$ cat src/hdl/tip_pkg.sv
`default_nettype none
// ----------------------------------------------------------------------------
// tip_pkg
// Shared types, character codes and helpers for the text-to-integer parser.
// ----------------------------------------------------------------------------
package tip_pkg;

    typedef struct packed {
        logic [7:0] ch;
        logic       first;
        logic [5:0] radix_req;
    } t_in_beat;

    typedef struct packed {
        logic signed [63:0] value;
        logic [12:0]        consumed;
        logic               stop_reason;
    } t_out_beat;

    typedef enum logic [2:0] {
        PH_IDLE,
        PH_WS,
        PH_START,
        PH_ZERO,
        PH_DIGITS
    } t_phase;

    localparam logic [7:0] CH_NUL   = 8'h00;
    localparam logic [7:0] CH_TAB   = 8'h09;
    localparam logic [7:0] CH_LF    = 8'h0A;
    localparam logic [7:0] CH_VT    = 8'h0B;
    localparam logic [7:0] CH_FF    = 8'h0C;
    localparam logic [7:0] CH_CR    = 8'h0D;
    localparam logic [7:0] CH_SPACE = 8'h20;
    localparam logic [7:0] CH_PLUS  = 8'h2B;
    localparam logic [7:0] CH_MINUS = 8'h2D;
    localparam logic [7:0] CH_ZERO  = 8'h30;
    localparam logic [7:0] CH_NINE  = 8'h39;
    localparam logic [7:0] CH_UP_A  = 8'h41;
    localparam logic [7:0] CH_UP_X  = 8'h58;
    localparam logic [7:0] CH_UP_Z  = 8'h5A;
    localparam logic [7:0] CH_LO_A  = 8'h61;
    localparam logic [7:0] CH_LO_X  = 8'h78;
    localparam logic [7:0] CH_LO_Z  = 8'h7A;

    localparam logic [5:0] RADIX_AUTO = 6'd0;
    localparam logic [5:0] RADIX_OCT  = 6'd8;
    localparam logic [5:0] RADIX_DEC  = 6'd10;
    localparam logic [5:0] RADIX_HEX  = 6'd16;

    localparam logic [6:0] NOT_DIGIT  = 7'h7F;

    localparam logic STOP_TERM    = 1'b0;
    localparam logic STOP_INVALID = 1'b1;

    function automatic logic is_ws(input logic [7:0] c);
        return (c == CH_SPACE) || (c == CH_TAB) || (c == CH_LF) ||
               (c == CH_CR) || (c == CH_VT) || (c == CH_FF);
    endfunction

    // Digit value 0..35, or NOT_DIGIT (above any 6-bit radix)
    function automatic logic [6:0] digit_of(input logic [7:0] c);
        logic [7:0] d;
        d = 8'(NOT_DIGIT);
        if (c >= CH_ZERO && c <= CH_NINE) begin
            d = c - CH_ZERO;
        end else if (c >= CH_LO_A && c <= CH_LO_Z) begin
            d = c - CH_LO_A + 8'd10;
        end else if (c >= CH_UP_A && c <= CH_UP_Z) begin
            d = c - CH_UP_A + 8'd10;
        end
        return d[6:0];
    endfunction

endpackage
`default_nettype wire

$ cat src/hdl/tip_core.sv
`default_nettype none
// ----------------------------------------------------------------------------
// tip_core
// Parse state and per-character step: whitespace, sign, prefix, digits.
// ----------------------------------------------------------------------------
module tip_core #(
    parameter int MAX_CHARS = 4096
) (
    input  wire                 i_clk,
    input  wire                 i_rst_n,
    input  wire                 i_step,
    input  tip_pkg::t_in_beat   i_beat,
    output logic                o_res_valid,
    output tip_pkg::t_out_beat  o_res
);
    import tip_pkg::*;

    localparam int CW = $clog2(MAX_CHARS + 1);

    t_phase         r_phase, n_phase;
    logic [63:0]    r_acc, n_acc;
    logic           r_neg, n_neg;
    logic [5:0]     r_radix, n_radix;
    logic [CW-1:0]  r_cnt, n_cnt;

    // state as seen by this character (a first beat restarts the string)
    t_phase         e_phase;
    logic [63:0]    e_acc;
    logic           e_neg;
    logic [5:0]     e_radix;
    logic [CW-1:0]  e_cnt;
    logic [CW-1:0]  cnt_inc;

    logic [7:0]     c;
    logic [6:0]     dig;
    logic           dg_go;
    logic [5:0]     dg_radix;
    logic           stop_term, stop_bad;

    assign c       = i_beat.ch;
    assign dig     = digit_of(c);
    assign e_phase = i_beat.first ? PH_WS : r_phase;
    assign e_acc   = i_beat.first ? '0 : r_acc;
    assign e_neg   = i_beat.first ? 1'b0 : r_neg;
    assign e_radix = i_beat.first ? i_beat.radix_req : r_radix;
    assign e_cnt   = i_beat.first ? '0 : r_cnt;
    assign cnt_inc = (e_cnt < CW'(MAX_CHARS)) ? CW'(e_cnt + 1'b1) : e_cnt;

    assign stop_term = (c == CH_NUL);

    // next state
    always_comb begin
        n_phase  = e_phase;
        n_acc    = e_acc;
        n_neg    = e_neg;
        n_radix  = e_radix;
        n_cnt    = e_cnt;
        dg_go    = 1'b0;
        dg_radix = e_radix;
        unique case (e_phase)
            PH_IDLE: begin
            end
            PH_WS, PH_START: begin
                if (e_phase == PH_WS && is_ws(c)) begin
                    n_cnt = cnt_inc;
                end else if (e_phase == PH_WS && (c == CH_PLUS || c == CH_MINUS)) begin
                    n_neg   = (c == CH_MINUS);
                    n_cnt   = cnt_inc;
                    n_phase = PH_START;
                end else if ((e_radix == RADIX_AUTO || e_radix == RADIX_HEX) &&
                             c == CH_ZERO) begin
                    n_cnt   = cnt_inc;
                    n_phase = PH_ZERO;
                end else begin
                    dg_go    = 1'b1;
                    dg_radix = (e_radix == RADIX_AUTO) ? RADIX_DEC : e_radix;
                end
            end
            PH_ZERO: begin
                if (c == CH_LO_X || c == CH_UP_X) begin
                    n_radix = RADIX_HEX;
                    n_cnt   = cnt_inc;
                    n_phase = PH_DIGITS;
                end else begin
                    dg_go    = 1'b1;
                    dg_radix = (e_radix == RADIX_AUTO) ? RADIX_OCT : e_radix;
                end
            end
            PH_DIGITS: begin
                dg_go = 1'b1;
            end
            default: begin
                n_phase = PH_IDLE;
            end
        endcase
        stop_bad = (dig >= {1'b0, dg_radix});
        if (dg_go) begin
            n_radix = dg_radix;
            if (stop_term || stop_bad) begin
                n_phase = PH_IDLE;
            end else begin
                n_acc   = (e_acc * 64'(dg_radix)) + 64'(dig[5:0]);
                n_cnt   = cnt_inc;
                n_phase = PH_DIGITS;
            end
        end
    end

    // outputs
    always_comb begin
        o_res_valid       = i_step && dg_go && (stop_term || stop_bad);
        o_res.value       = e_neg ? -e_acc : e_acc;
        o_res.consumed    = 13'(e_cnt);
        o_res.stop_reason = stop_term ? STOP_TERM : STOP_INVALID;
    end

    always_ff @(posedge i_clk) begin
        if (!i_rst_n) begin
            r_phase <= PH_IDLE;
            r_acc   <= '0;
            r_neg   <= 1'b0;
            r_radix <= '0;
            r_cnt   <= '0;
        end else if (i_step) begin
            r_phase <= n_phase;
            r_acc   <= n_acc;
            r_neg   <= n_neg;
            r_radix <= n_radix;
            r_cnt   <= n_cnt;
        end
    end

`ifndef NO_ASSERTIONS
    a_cnt_bound: assert property (@(posedge i_clk) disable iff (!i_rst_n)
        r_cnt <= CW'(MAX_CHARS))
        else $error("char count beyond limit");
    a_res_idle: assert property (@(posedge i_clk) disable iff (!i_rst_n)
        o_res_valid |=> r_phase == PH_IDLE)
        else $error("parse not closed after result");
    a_idle_quiet: assert property (@(posedge i_clk) disable iff (!i_rst_n)
        (r_phase == PH_IDLE && !i_beat.first) |-> !o_res_valid)
        else $error("result while idle");
`endif

endmodule
`default_nettype wire

$ cat src/hdl/text_to_integer_parser.sv
`default_nettype none
// ----------------------------------------------------------------------------
// text_to_integer_parser
// Streaming strtoll-style converter: one character per beat, at most one
// result per string (value, characters consumed, stop reason).
// ----------------------------------------------------------------------------
//  channel | valid       | stall       | payload
//  --------+-------------+-------------+-----------------------------------
//  in      | i_in_valid  | o_in_stall  | i_in_beat  (ch, first, radix_req)
//  out     | o_out_valid | i_out_stall | o_out_beat (value, consumed, stop)
//
//  One character per cycle while the output is not stalled. A beat lands
//  in the input register, is stepped through the 64x6 multiply-add of
//  tip_core once the output register can advance, and its result (if any)
//  is loaded into the output register at the end of that step's cycle.
//  Synchronous active-low reset returns the parser to idle; characters are
//  ignored until a beat marked first arrives.
//  A stalled output holds both stages; the input register still takes one
//  more beat while the result waits.
// ----------------------------------------------------------------------------
module text_to_integer_parser #(
    parameter int MAX_CHARS = 4096
) (
    input  wire                 i_clk,
    input  wire                 i_rst_n,
    input  wire                 i_in_valid,
    output logic                o_in_stall,
    input  tip_pkg::t_in_beat   i_in_beat,
    output logic                o_out_valid,
    input  wire                 i_out_stall,
    output tip_pkg::t_out_beat  o_out_beat
);
    import tip_pkg::*;

    logic       r_in_vld;
    t_in_beat   r_in;
    logic       r_out_vld;
    t_out_beat  r_out;

    logic       adv;        // step stage may move this cycle
    logic       step;       // a held beat is stepped now
    logic       res_vld;
    t_out_beat  res;

    // Advance whenever the output register is empty or being drained.
    assign adv        = !r_out_vld || !i_out_stall;
    assign step       = r_in_vld && adv;
    assign o_in_stall = r_in_vld && !adv;

    tip_core #(
        .MAX_CHARS (MAX_CHARS)
    ) u_core (
        .i_clk       (i_clk),
        .i_rst_n     (i_rst_n),
        .i_step      (step),
        .i_beat      (r_in),
        .o_res_valid (res_vld),
        .o_res       (res)
    );

    // Input register: take a new beat unless the held one is blocked.
    always_ff @(posedge i_clk) begin
        if (!i_rst_n) begin
            r_in_vld <= 1'b0;
        end else if (!o_in_stall) begin
            r_in_vld <= i_in_valid;
        end
    end

    always_ff @(posedge i_clk) begin
        if (!o_in_stall) begin
            r_in <= i_in_beat;
        end
    end

    // Output register: load a result, or drop the drained one.
    always_ff @(posedge i_clk) begin
        if (!i_rst_n) begin
            r_out_vld <= 1'b0;
        end else if (adv) begin
            r_out_vld <= res_vld;
        end
    end

    always_ff @(posedge i_clk) begin
        if (adv && res_vld) begin
            r_out <= res;
        end
    end

    assign o_out_valid = r_out_vld;
    assign o_out_beat  = r_out;

`ifndef NO_ASSERTIONS
    a_stall_cause: assert property (@(posedge i_clk) disable iff (!i_rst_n)
        o_in_stall |-> (r_out_vld && i_out_stall && r_in_vld))
        else $error("input stalled without output backpressure");
    a_hold_in: assert property (@(posedge i_clk) disable iff (!i_rst_n)
        o_in_stall |=> (r_in_vld && $stable(r_in)))
        else $error("held beat lost under stall");
    a_res_only_on_step: assert property (@(posedge i_clk) disable iff (!i_rst_n)
        res_vld |-> step)
        else $error("result without a stepped beat");
`endif

endmodule
`default_nettype wire

$ cat config.mk
export PLATFORM = sky130hd
export DESIGN_NAME = text_to_integer_parser
export DESIGN_NICKNAME = d
export VERILOG_FILES = /design/src/hdl/tip_pkg.sv /design/src/hdl/tip_core.sv /design/src/hdl/text_to_integer_parser.sv
export SDC_FILE = /design/constraint.sdc
export NUM_CORES = 1
export LEC_CHECK = 0
export ABC_AREA = 1
export BUFFER_PORTS_ARGS = -buffer_cell sky130_fd_sc_hd__buf_2
export CAP_MARGIN = 40
export CORE_MARGIN = 2
export CORE_UTILIZATION = 40
export DETAILED_ROUTE_END_ITERATION = 7
export GPL_ROUTABILITY_DRIVEN = 1
export PLACE_DENSITY = 0.6
export SLEW_MARGIN = 40
export SYNTH_ARGS = -nofsm -noshare
export SYNTH_HDL_FRONTEND = slang
export SYNTH_SLANG_ARGS = --single-unit
export TNS_END_PERCENT = 20
$ cat constraint.sdc
create_clock -name i_clk -period 8.65 [get_ports i_clk]
set_clock_uncertainty 0.05 [all_clocks]
set_input_delay 1.73 -clock i_clk [delete_from_list [all_inputs] [get_ports i_clk]]
set_output_delay 1.73 -clock i_clk [all_outputs]
set_load 0.005 [all_outputs]
==> results of run 1 <==
## power by group through the flow
stage               clock (W)  combinational, W  sequential [W]
floorplan                   0          0.000276        0.000969
global placement            0          0.000400        0.000973
detailed placement          0          0.000399        0.000972
CTS                  0.000855          0.000401        0.000953
global route         0.000879          0.000445        0.000956
finish               0.000824          0.000401        0.000953
## state kept, by name (all words and copies together), names as in the netlist
signal,count
u_core.r_radix,6
u_core.r_neg,1
u_core.r_acc,64
o_out_valid,1
r_in,15
o_out_beat,78
r_in_vld,1
u_core.r_cnt,13
u_core.r_phase,3
## area by class of cell
class,instances,area (um^2),share of cell area (%)
sequential,182,4570,19.0
clock buffer,19,454,1.88
timing repair buffer,119,652,2.70
multi-input combinational,2331,15700,65.3
inverter,437,1640,6.80
tap,748,936,3.88
clock inverter,13,126,0.524
## how the worst min path moves through the flow
| stage | depth (start not counted) | end | start | slack (ps) |
|---|---|---|---|---|
| floorplan | 2 | u_core.r_acc[18]$_SDFFE_PN0P_ | u_core.r_acc[18]$_SDFFE_PN0P_ | 400 |
| global placement | 2 | u_core.r_acc[61]$_SDFFE_PN0P_ | u_core.r_acc[61]$_SDFFE_PN0P_ | 400 |
| detailed placement | 2 | u_core.r_acc[56]$_SDFFE_PN0P_ | u_core.r_acc[56]$_SDFFE_PN0P_ | 410 |
| CTS | 2 | u_core.r_acc[56]$_SDFFE_PN0P_ | u_core.r_acc[56]$_SDFFE_PN0P_ | 420 |
| global route | 2 | u_core.r_acc[61]$_SDFFE_PN0P_ | u_core.r_acc[61]$_SDFFE_PN0P_ | 440 |
| finish | 2 | u_core.r_acc[61]$_SDFFE_PN0P_ | u_core.r_acc[61]$_SDFFE_PN0P_ | 420 |
## critical path: cells and delay by family (launching register included)
family | cells | cell delay (ps)
AOI/OAI and AO/OA | 4 | 1170
adders and majority gates | 5 | 2440
DFF | 1 | 490
and+or+nand+nor | 14 | 1800
buffers and inverters | 6 | 950
xor gates and xnor gates | 1 | 80
## metal layers
layer / share of wire (%) / vias up / wire [um] / track usage (%)
met5: 0 / - / 0 / 0
met4: 2.5 / 0 / 1680 / 7.46
met3: 5.3 / 89 / 3630 / 3.43
met2: 46 / 539 / 31600 / 40.0
met1: 46 / 9686 / 31000 / 33.2
li1: - / 9812 / - / -
## through the flow
step | hold slack (ps) | utilization [%]
3_3_place_gp | 404 | 42.6
6_report | 419 | 43.6
3_5_place_dp | 406 | 42.6
4_1_cts | 417 | 43.6
5_1_grt | 442 | 43.6
2_1_floorplan | 395 | -
## synthesized netlist by cell type, types with 48 or more instances
| cell type | n |
|---|---|
| nand2_1 | 558 |
| nor2_1 | 545 |
| inv_1 | 418 |
| a21oi_1 | 252 |
| fa_1 | 240 |
| o21ai_0 | 198 |
| ha_1 | 146 |
| nand3_1 | 105 |
| edfxtp_1 | 93 |
| dfxtp_1 | 89 |
| clkbuf_1 | 57 |
| xor2_1 | 48 |
## kinds of logic after synthesis
logic type | after synthesis
and+or+nand+nor | 1339
AOI/OAI and AO/OA | 544
buffers and inverters | 535
adders and majority gates | 386
DFF | 182
xor gates and xnor gates | 59
muxes | 3
==> impl_results.md, run 1 <==
- Clock root buffer: clkbuf_16
- Worst R2R End: u_core.r_acc[27]$_SDFFE_PN0P_
- DRC Markers: 0
- Combinational group share of total power: 18.4%
- CTS tree: built
- Power after layout: 0.00218 W
- Gr ovfl total: 0
- Fin area: 0.0241 mm^2
- Routed Antenna Nets: 0
- Critical-path maximum fanout: 31
- Proportion of power drawn by the clock network: 37.8%
- Routed len/inst: 17.7 um
- Avg Synthesized Cell Area: approximately 7.4 um^2
- # setup viols final: 0
- Simple-Gate Fraction of Synth Area: 25.2%
- Synth Area in Compound Gates: between 10% and 20%
- Min Tclk post-route: 7180 ps
- Sequential power share: roughly 44%
- Max incr delay on CP: 550 ps
- Core area: 0.0553 mm^2
- Synth top area share: 21.4%
- Startpoint Class: register
- DPL Wire Length: 52,700 um
- Status: finished clean
- Cell mode on critical path: nand2_1
- Inst Count DP: ~3,800
- Slowest-stage cell, CP: fa_1
- Flops & latches, synth: between 150 and 200
- Clk slew on worst S/H paths: 70 ps
- Max Freq: 139 MHz
- Gate Count Post-Synth: 3,048
- Reg2reg setup slack: 1470 ps
- Setup Crit Path Kind: register to register
- Area contributors post-synth: fa_1 21%, edfxtp_1 12%, nand2_1 9.3%
- Hold Buf Count CTS: 0
- Max-Cap Viols: 0
- Adder-cell share of the synthesized area: 29.6%
- Switching power share of the total: between 30% and 40%
- Vias: 20,100
- Post-CTS sizing: 0
- Critical Path Start: r_in[6]$_DFFE_PN_
- Unrepaired setup endpoints after global routing: no
- Pin count of the biggest net entering global routing: 78
- Placed cell area: approximately 0.024 mm^2
- First-pass GRT wire length: ~110,000 um
- Post-Syn Nets: between 3,000 and 4,000
- Drt first-iter violations: 1,543
- CTS max path bufs: 2
- Dpl ws: 1650 ps
- Asr flop ratio synth: 0%
- R2R Path Start: r_in[6]$_DFFE_PN_
- Worst skew pair latency: ~520 ps
- Element type at the critical path end: register
- Pins Over Slew Limit: 0
- Final Hold Viols: 0
- FF-to-FF path depth: 30
- Die Width: 241 um
- Req. time, crit path: between 8000 and 9000 ps
- Number of synthesis warnings: 0
- Max-slew headroom: approximately 43%
- Power Dens Cells: 90.3 mW/mm^2
- Number of synthesized flops with an enable pin: 93
- Syn-to-layout area delta: 7.53%
- Number of global-route vias before repair: around 20,000
- Cts bufs inserted: 17
- Die Area: 0.0580 mm^2
- Final nets: 3,493
- Postcts setup bufs: 0
- Mapped Area: 0.0224 mm^2
- Port-buffer cells: 98
- Initial Util: 40.6%
- Routed wire length: 67,900 um
- Finished Layout Cells: 3,849
- Worst Setup EP: u_core.r_acc[27]$_SDFFE_PN0P_
- Static Leak: ~12 nW
- Switching power: 0.000740 W
- Int Pwr: between 0.001 and 0.0015 W
- Diode count: 0
- Max H-tree Level: 4
- Setup TNS: 0 ps
- Main synth FF type: edfxtp_1
- Mux share of post-synthesis cell area: less than 1%
- Final period util: 83.0%
- Post-Synth XOR/XNOR Area: 2.30%
- Post-DR vias/cell: 5.23
- Most frequent cells in the layout: 557 x nand2_1, 545 x nor2_1, 413 x inv_1
- Initial antenna violation count: 0
- Synth cell types: 58
- # IOs: 99
- Hold Path Class: register to register
- Cell type with the highest aggregate area in the netlist: fa_1
- First-pass DRT Iterations: 5
- Worst Setup Slack, final: 1470 ps
- Fillcell total: 5,820
- Worst-margin pin slew: 859 ps
- Clk sinks: 182
- Post-synthesis sequential area ratio: 20.4%
- GPL Wtd Cong: 0.972
- Row count: between 80 and 90
- Fraction of layout cells with a size suffix above 1: 7.71%
- Peak VDD IR: 0.000171 V
- Die Y: 241 um
- Largest family of logic cells by synthesized area: adder cells
- Commonest non-fill, non-tap cell in the layout: nand2_1
- WP data arrival: between 7000 and 8000 ps
- Overall Global Routing Usage: about a quarter
No activity file was read; power rests on OpenSTA's default activity.
==> run 2: changes to the inputs <==
--- a/config.mk
+++ b/config.mk
@@ -5,7 +5,7 @@
 export SDC_FILE = /design/constraint.sdc
 export NUM_CORES = 1
 export LEC_CHECK = 0
-export ABC_AREA = 1
+export ABC_AREA = 0
 export BUFFER_PORTS_ARGS = -buffer_cell sky130_fd_sc_hd__buf_2
 export CAP_MARGIN = 40
 export CORE_MARGIN = 2
==> constraint.sdc (replaced) <==
create_clock -name i_clk -period 6.6 [get_ports i_clk]
set_clock_uncertainty 0.05 [all_clocks]
set_input_delay 1.32 -clock i_clk [delete_from_list [all_inputs] [get_ports i_clk]]
set_output_delay 1.32 -clock i_clk [all_outputs]
set_load 0.005 [all_outputs]
==> run 2 against run 1 <==
The run now ends with setup timing left. Utilization grew 7.2 points. Sequential power is 28% higher. Largest cell class unchanged. Clock power grew 36%. Synthesized cell count shrank 25%. Area after synthesis decreased by 6.6%. Maximum frequency increased by 3.7%.
==> impl_results.md, run 2 <==
- Fraction of layout cells with a size suffix above 1: 25.4%
- Clk slew on worst S/H paths: roughly 80 ps
- Setup Crit Path Kind: register to register
- First-pass GRT wire length: 99,400 um
- HP Start: u_core.r_acc[63]$_SDFFE_PN0P_
- FF-to-FF path depth: 26
- Power after layout: roughly 0.0027 W
- Worst Setup Slack, final: -328 ps
- Post-Syn Nets: 2,694
- Unrepaired setup endpoints after global routing: yes
- Max Freq: 144 MHz
- Routed met3 length: 3610 um
- Met1 Routed Length: 28,100 um
- Hold Buf Count CTS: 0
- # IOs: a little under 100
- Static Leak: 12.0 nW
- Max incr delay on CP: about 550 ps
- Int Pwr: roughly 0.0019 W
- Count leader, synth: and2_1
- Critical Path Start: r_in[8]$_DFFE_PN_
- Synth top area share: a little under a quarter
- Drt first-iter violations: 1,275
- DRC Markers: 0
- WHS Path Cells: 2
- Peak VDD IR: 0.000203 V
- Inst Count DP: approximately 3,200
- Initial antenna violation count: 1
- Cts bufs inserted: 17
- R2R Path Start: r_in[8]$_DFFE_PN_
- Flops & latches, synth: approximately 180
- Post-synthesis sequential area ratio: 21.8%
- Pins Over Slew Limit: 0
- Core area: 0.0515 mm^2
- Largest family of logic cells by synthesized area: adder cells
- Main synth FF type: edfxtp_1
- Synth Area in Compound Gates: 14.0%
- Worst path bufs/invs: 3
- Final nets: slightly below 3,000
- Mapped Area: 0.0210 mm^2
- Proportion of power drawn by the clock network: 42.0%
- Post-DR vias/cell: 5.51
- Min Tclk post-route: about 7000 ps
- WL met2: 29,500 um
- # setup viols final: 25
- Switching power: just under 0.0008 W
- Dpl ws: -539 ps
- Overall Global Routing Usage: 23.4%
- Combinational group share of total power: 12.2%
- Final Hold Viols: 0
- Pin count of the biggest net entering global routing: 56
- Uppermost layer routed: met5
- Initial Util: 40.7%
- Sequential power share: 45.8%
- Die Area: between 0.05 and 0.06 mm^2
- Die Y: around 230 um
- Clock root buffer: clkbuf_16
- Max-slew headroom: ~46%
- Synth cell types: between 80 and 90
- Worst-margin pin slew: 797 ps
- Simple-Gate Fraction of Synth Area: 22.5%
- GPL Wtd Cong: 0.906
- Largest delay share family, worst path: adder cells
- Cell mode on critical path: ha_4
- Number of global-route vias before repair: 18,200
- First-pass DRT Iterations: 5
- Syn-to-layout area delta: 24.9%
- Switching power share of the total: around 30%
- Vias: around 18,000
- Most frequent cells in the layout: 311 x and2_1, 265 x buf_4, 236 x fa_1
- Fillcell total: roughly 4,700
- Status: complete, but fails checks
- CTS tree: built
- Routed wire length: approximately 63,000 um
- Port-buffer cells: just under 100
- Clk sinks: roughly 180
- Post-Synth XOR/XNOR Area: 5.23%
- Critical-path maximum fanout: 5
- Row count: a little over 80
- Final period util: 105%
- Diode count: 0
- Routed Antenna Nets: 0
- Worst skew pair latency: 520 ps
- Slowest-stage cell, CP: fa_2
- Startpoint Class: register
- Crit path depth: 26
- CTS max path bufs: 2
- Top cells by count, synth: 324 x and2_1, 240 x fa_1, 196 x nor2_1
- Commonest non-fill, non-tap cell in the layout: and2_1
- Hold_ws: 454 ps
- Number of synthesized flops with an enable pin: 93
- Failing checks: setup timing
- WP data arrival: 7280 ps
- Routed len/inst: 19.5 um
- Avg Synthesized Cell Area: 9.15 um^2
- Number of synthesis warnings: 0
- Max-Cap Viols: 0
- Die Width: ~230 um
- Adder-cell share of the synthesized area: 31.7%
- Finished Layout Cells: 3,225
- Area contributors post-synth: fa_1 23%, edfxtp_1 13%, and2_1 9.7%
- Gate Count Post-Synth: 2,289
- Element type at the critical path end: register
- Final core utilization: 50.8%
- Gr ovfl total: 0
- Cell type with the highest aggregate area in the netlist: fa_1
- Max H-tree Level: 4
- Asr flop ratio synth: 0%
- Power Dens Cells: 101 mW/mm^2
- Largest register FFs: 78
- DPL Wire Length: 45,200 um
- Mux share of post-synthesis cell area: less than 1%
- Hold Path Class: register to register
- Req. time, crit path: 6950 ps
## run 2: layout make-up
| cell class | count | area (um^2) | area share (%) |
|---|---|---|---|
| Clock buffer | 18 | 450 | 1.72 |
| Clock inverter | 14 | 164 | 0.626 |
| Inverter | 92 | 345 | 1.32 |
| Multi-Input combinational cell | 1854 | 16900 | 64.7 |
| Sequential cell | 182 | 4580 | 17.5 |
| Tap cell | 680 | 851 | 3.25 |
| Timing Repair Buffer | 385 | 2860 | 10.9 |
## run 2: per-stage QoR
step	setup TNS [ps]	area, um^2
final	-3240	26200
after global routing	-12030	26200
after CTS	-3860	25100
after detailed placement	-7650	23800
after global placement	-4760	23800
after floorplan	-547	21000
## run 2: path summary, 6_finish.rpt
| path | end | slack, ps |
|---|---|---|
| setup reg to reg | u_core.r_acc[62]$_SDFFE_PN0P_ | -330 |
| setup / recovery | u_core.r_acc[62]$_SDFFE_PN0P_ | -330 |
| hold reg to reg | u_core.r_acc[63]$_SDFFE_PN0P_ | 450 |
| hold / removal | u_core.r_acc[63]$_SDFFE_PN0P_ | 450 |
## run 2: power groups by stage
stage,combinational [W],clock [W],sequential [W]
after floorplan,0.000143,0,0.00124
after global placement,0.000272,0,0.00124
after detailed placement,0.000275,0,0.00124
after CTS,0.000292,0.00115,0.00122
after global routing,0.000346,0.00118,0.00122
final,0.000324,0.00112,0.00122
## run 2: logic make-up after synthesis
| family | after synthesis |
|---|---|
| buffers and inverters | 253 |
| and+or+nand+nor | 892 |
| xor gates and xnor gates | 125 |
| muxes | 4 |
| adders and majority gates | 386 |
| DFF | 182 |
| AOI/OAI and AO/OA | 447 |
## run 2: timing repair
action,4_1_cts,5_1_grt
buffers inserted,9,18
gates resized for setup,103,149
gates cloned,1,3
pin swaps,59,144
setup endpoints to repair,36,48
## run 2: routing by layer
layer,up-vias,global-route usage [%]
met1,8939,31.4
met5,-,0
met2,467,37.8
met3,99,5.07
li1,8256,-
met4,2,6.87
## run 2: worst min-delay path, delay by kind of cell, from the launching register on
kind | cells | cell delay, ps
AOI/OAI and AO/OA | 1 | 60
and+or+nand+nor | 1 | 60
DFF | 1 | 340
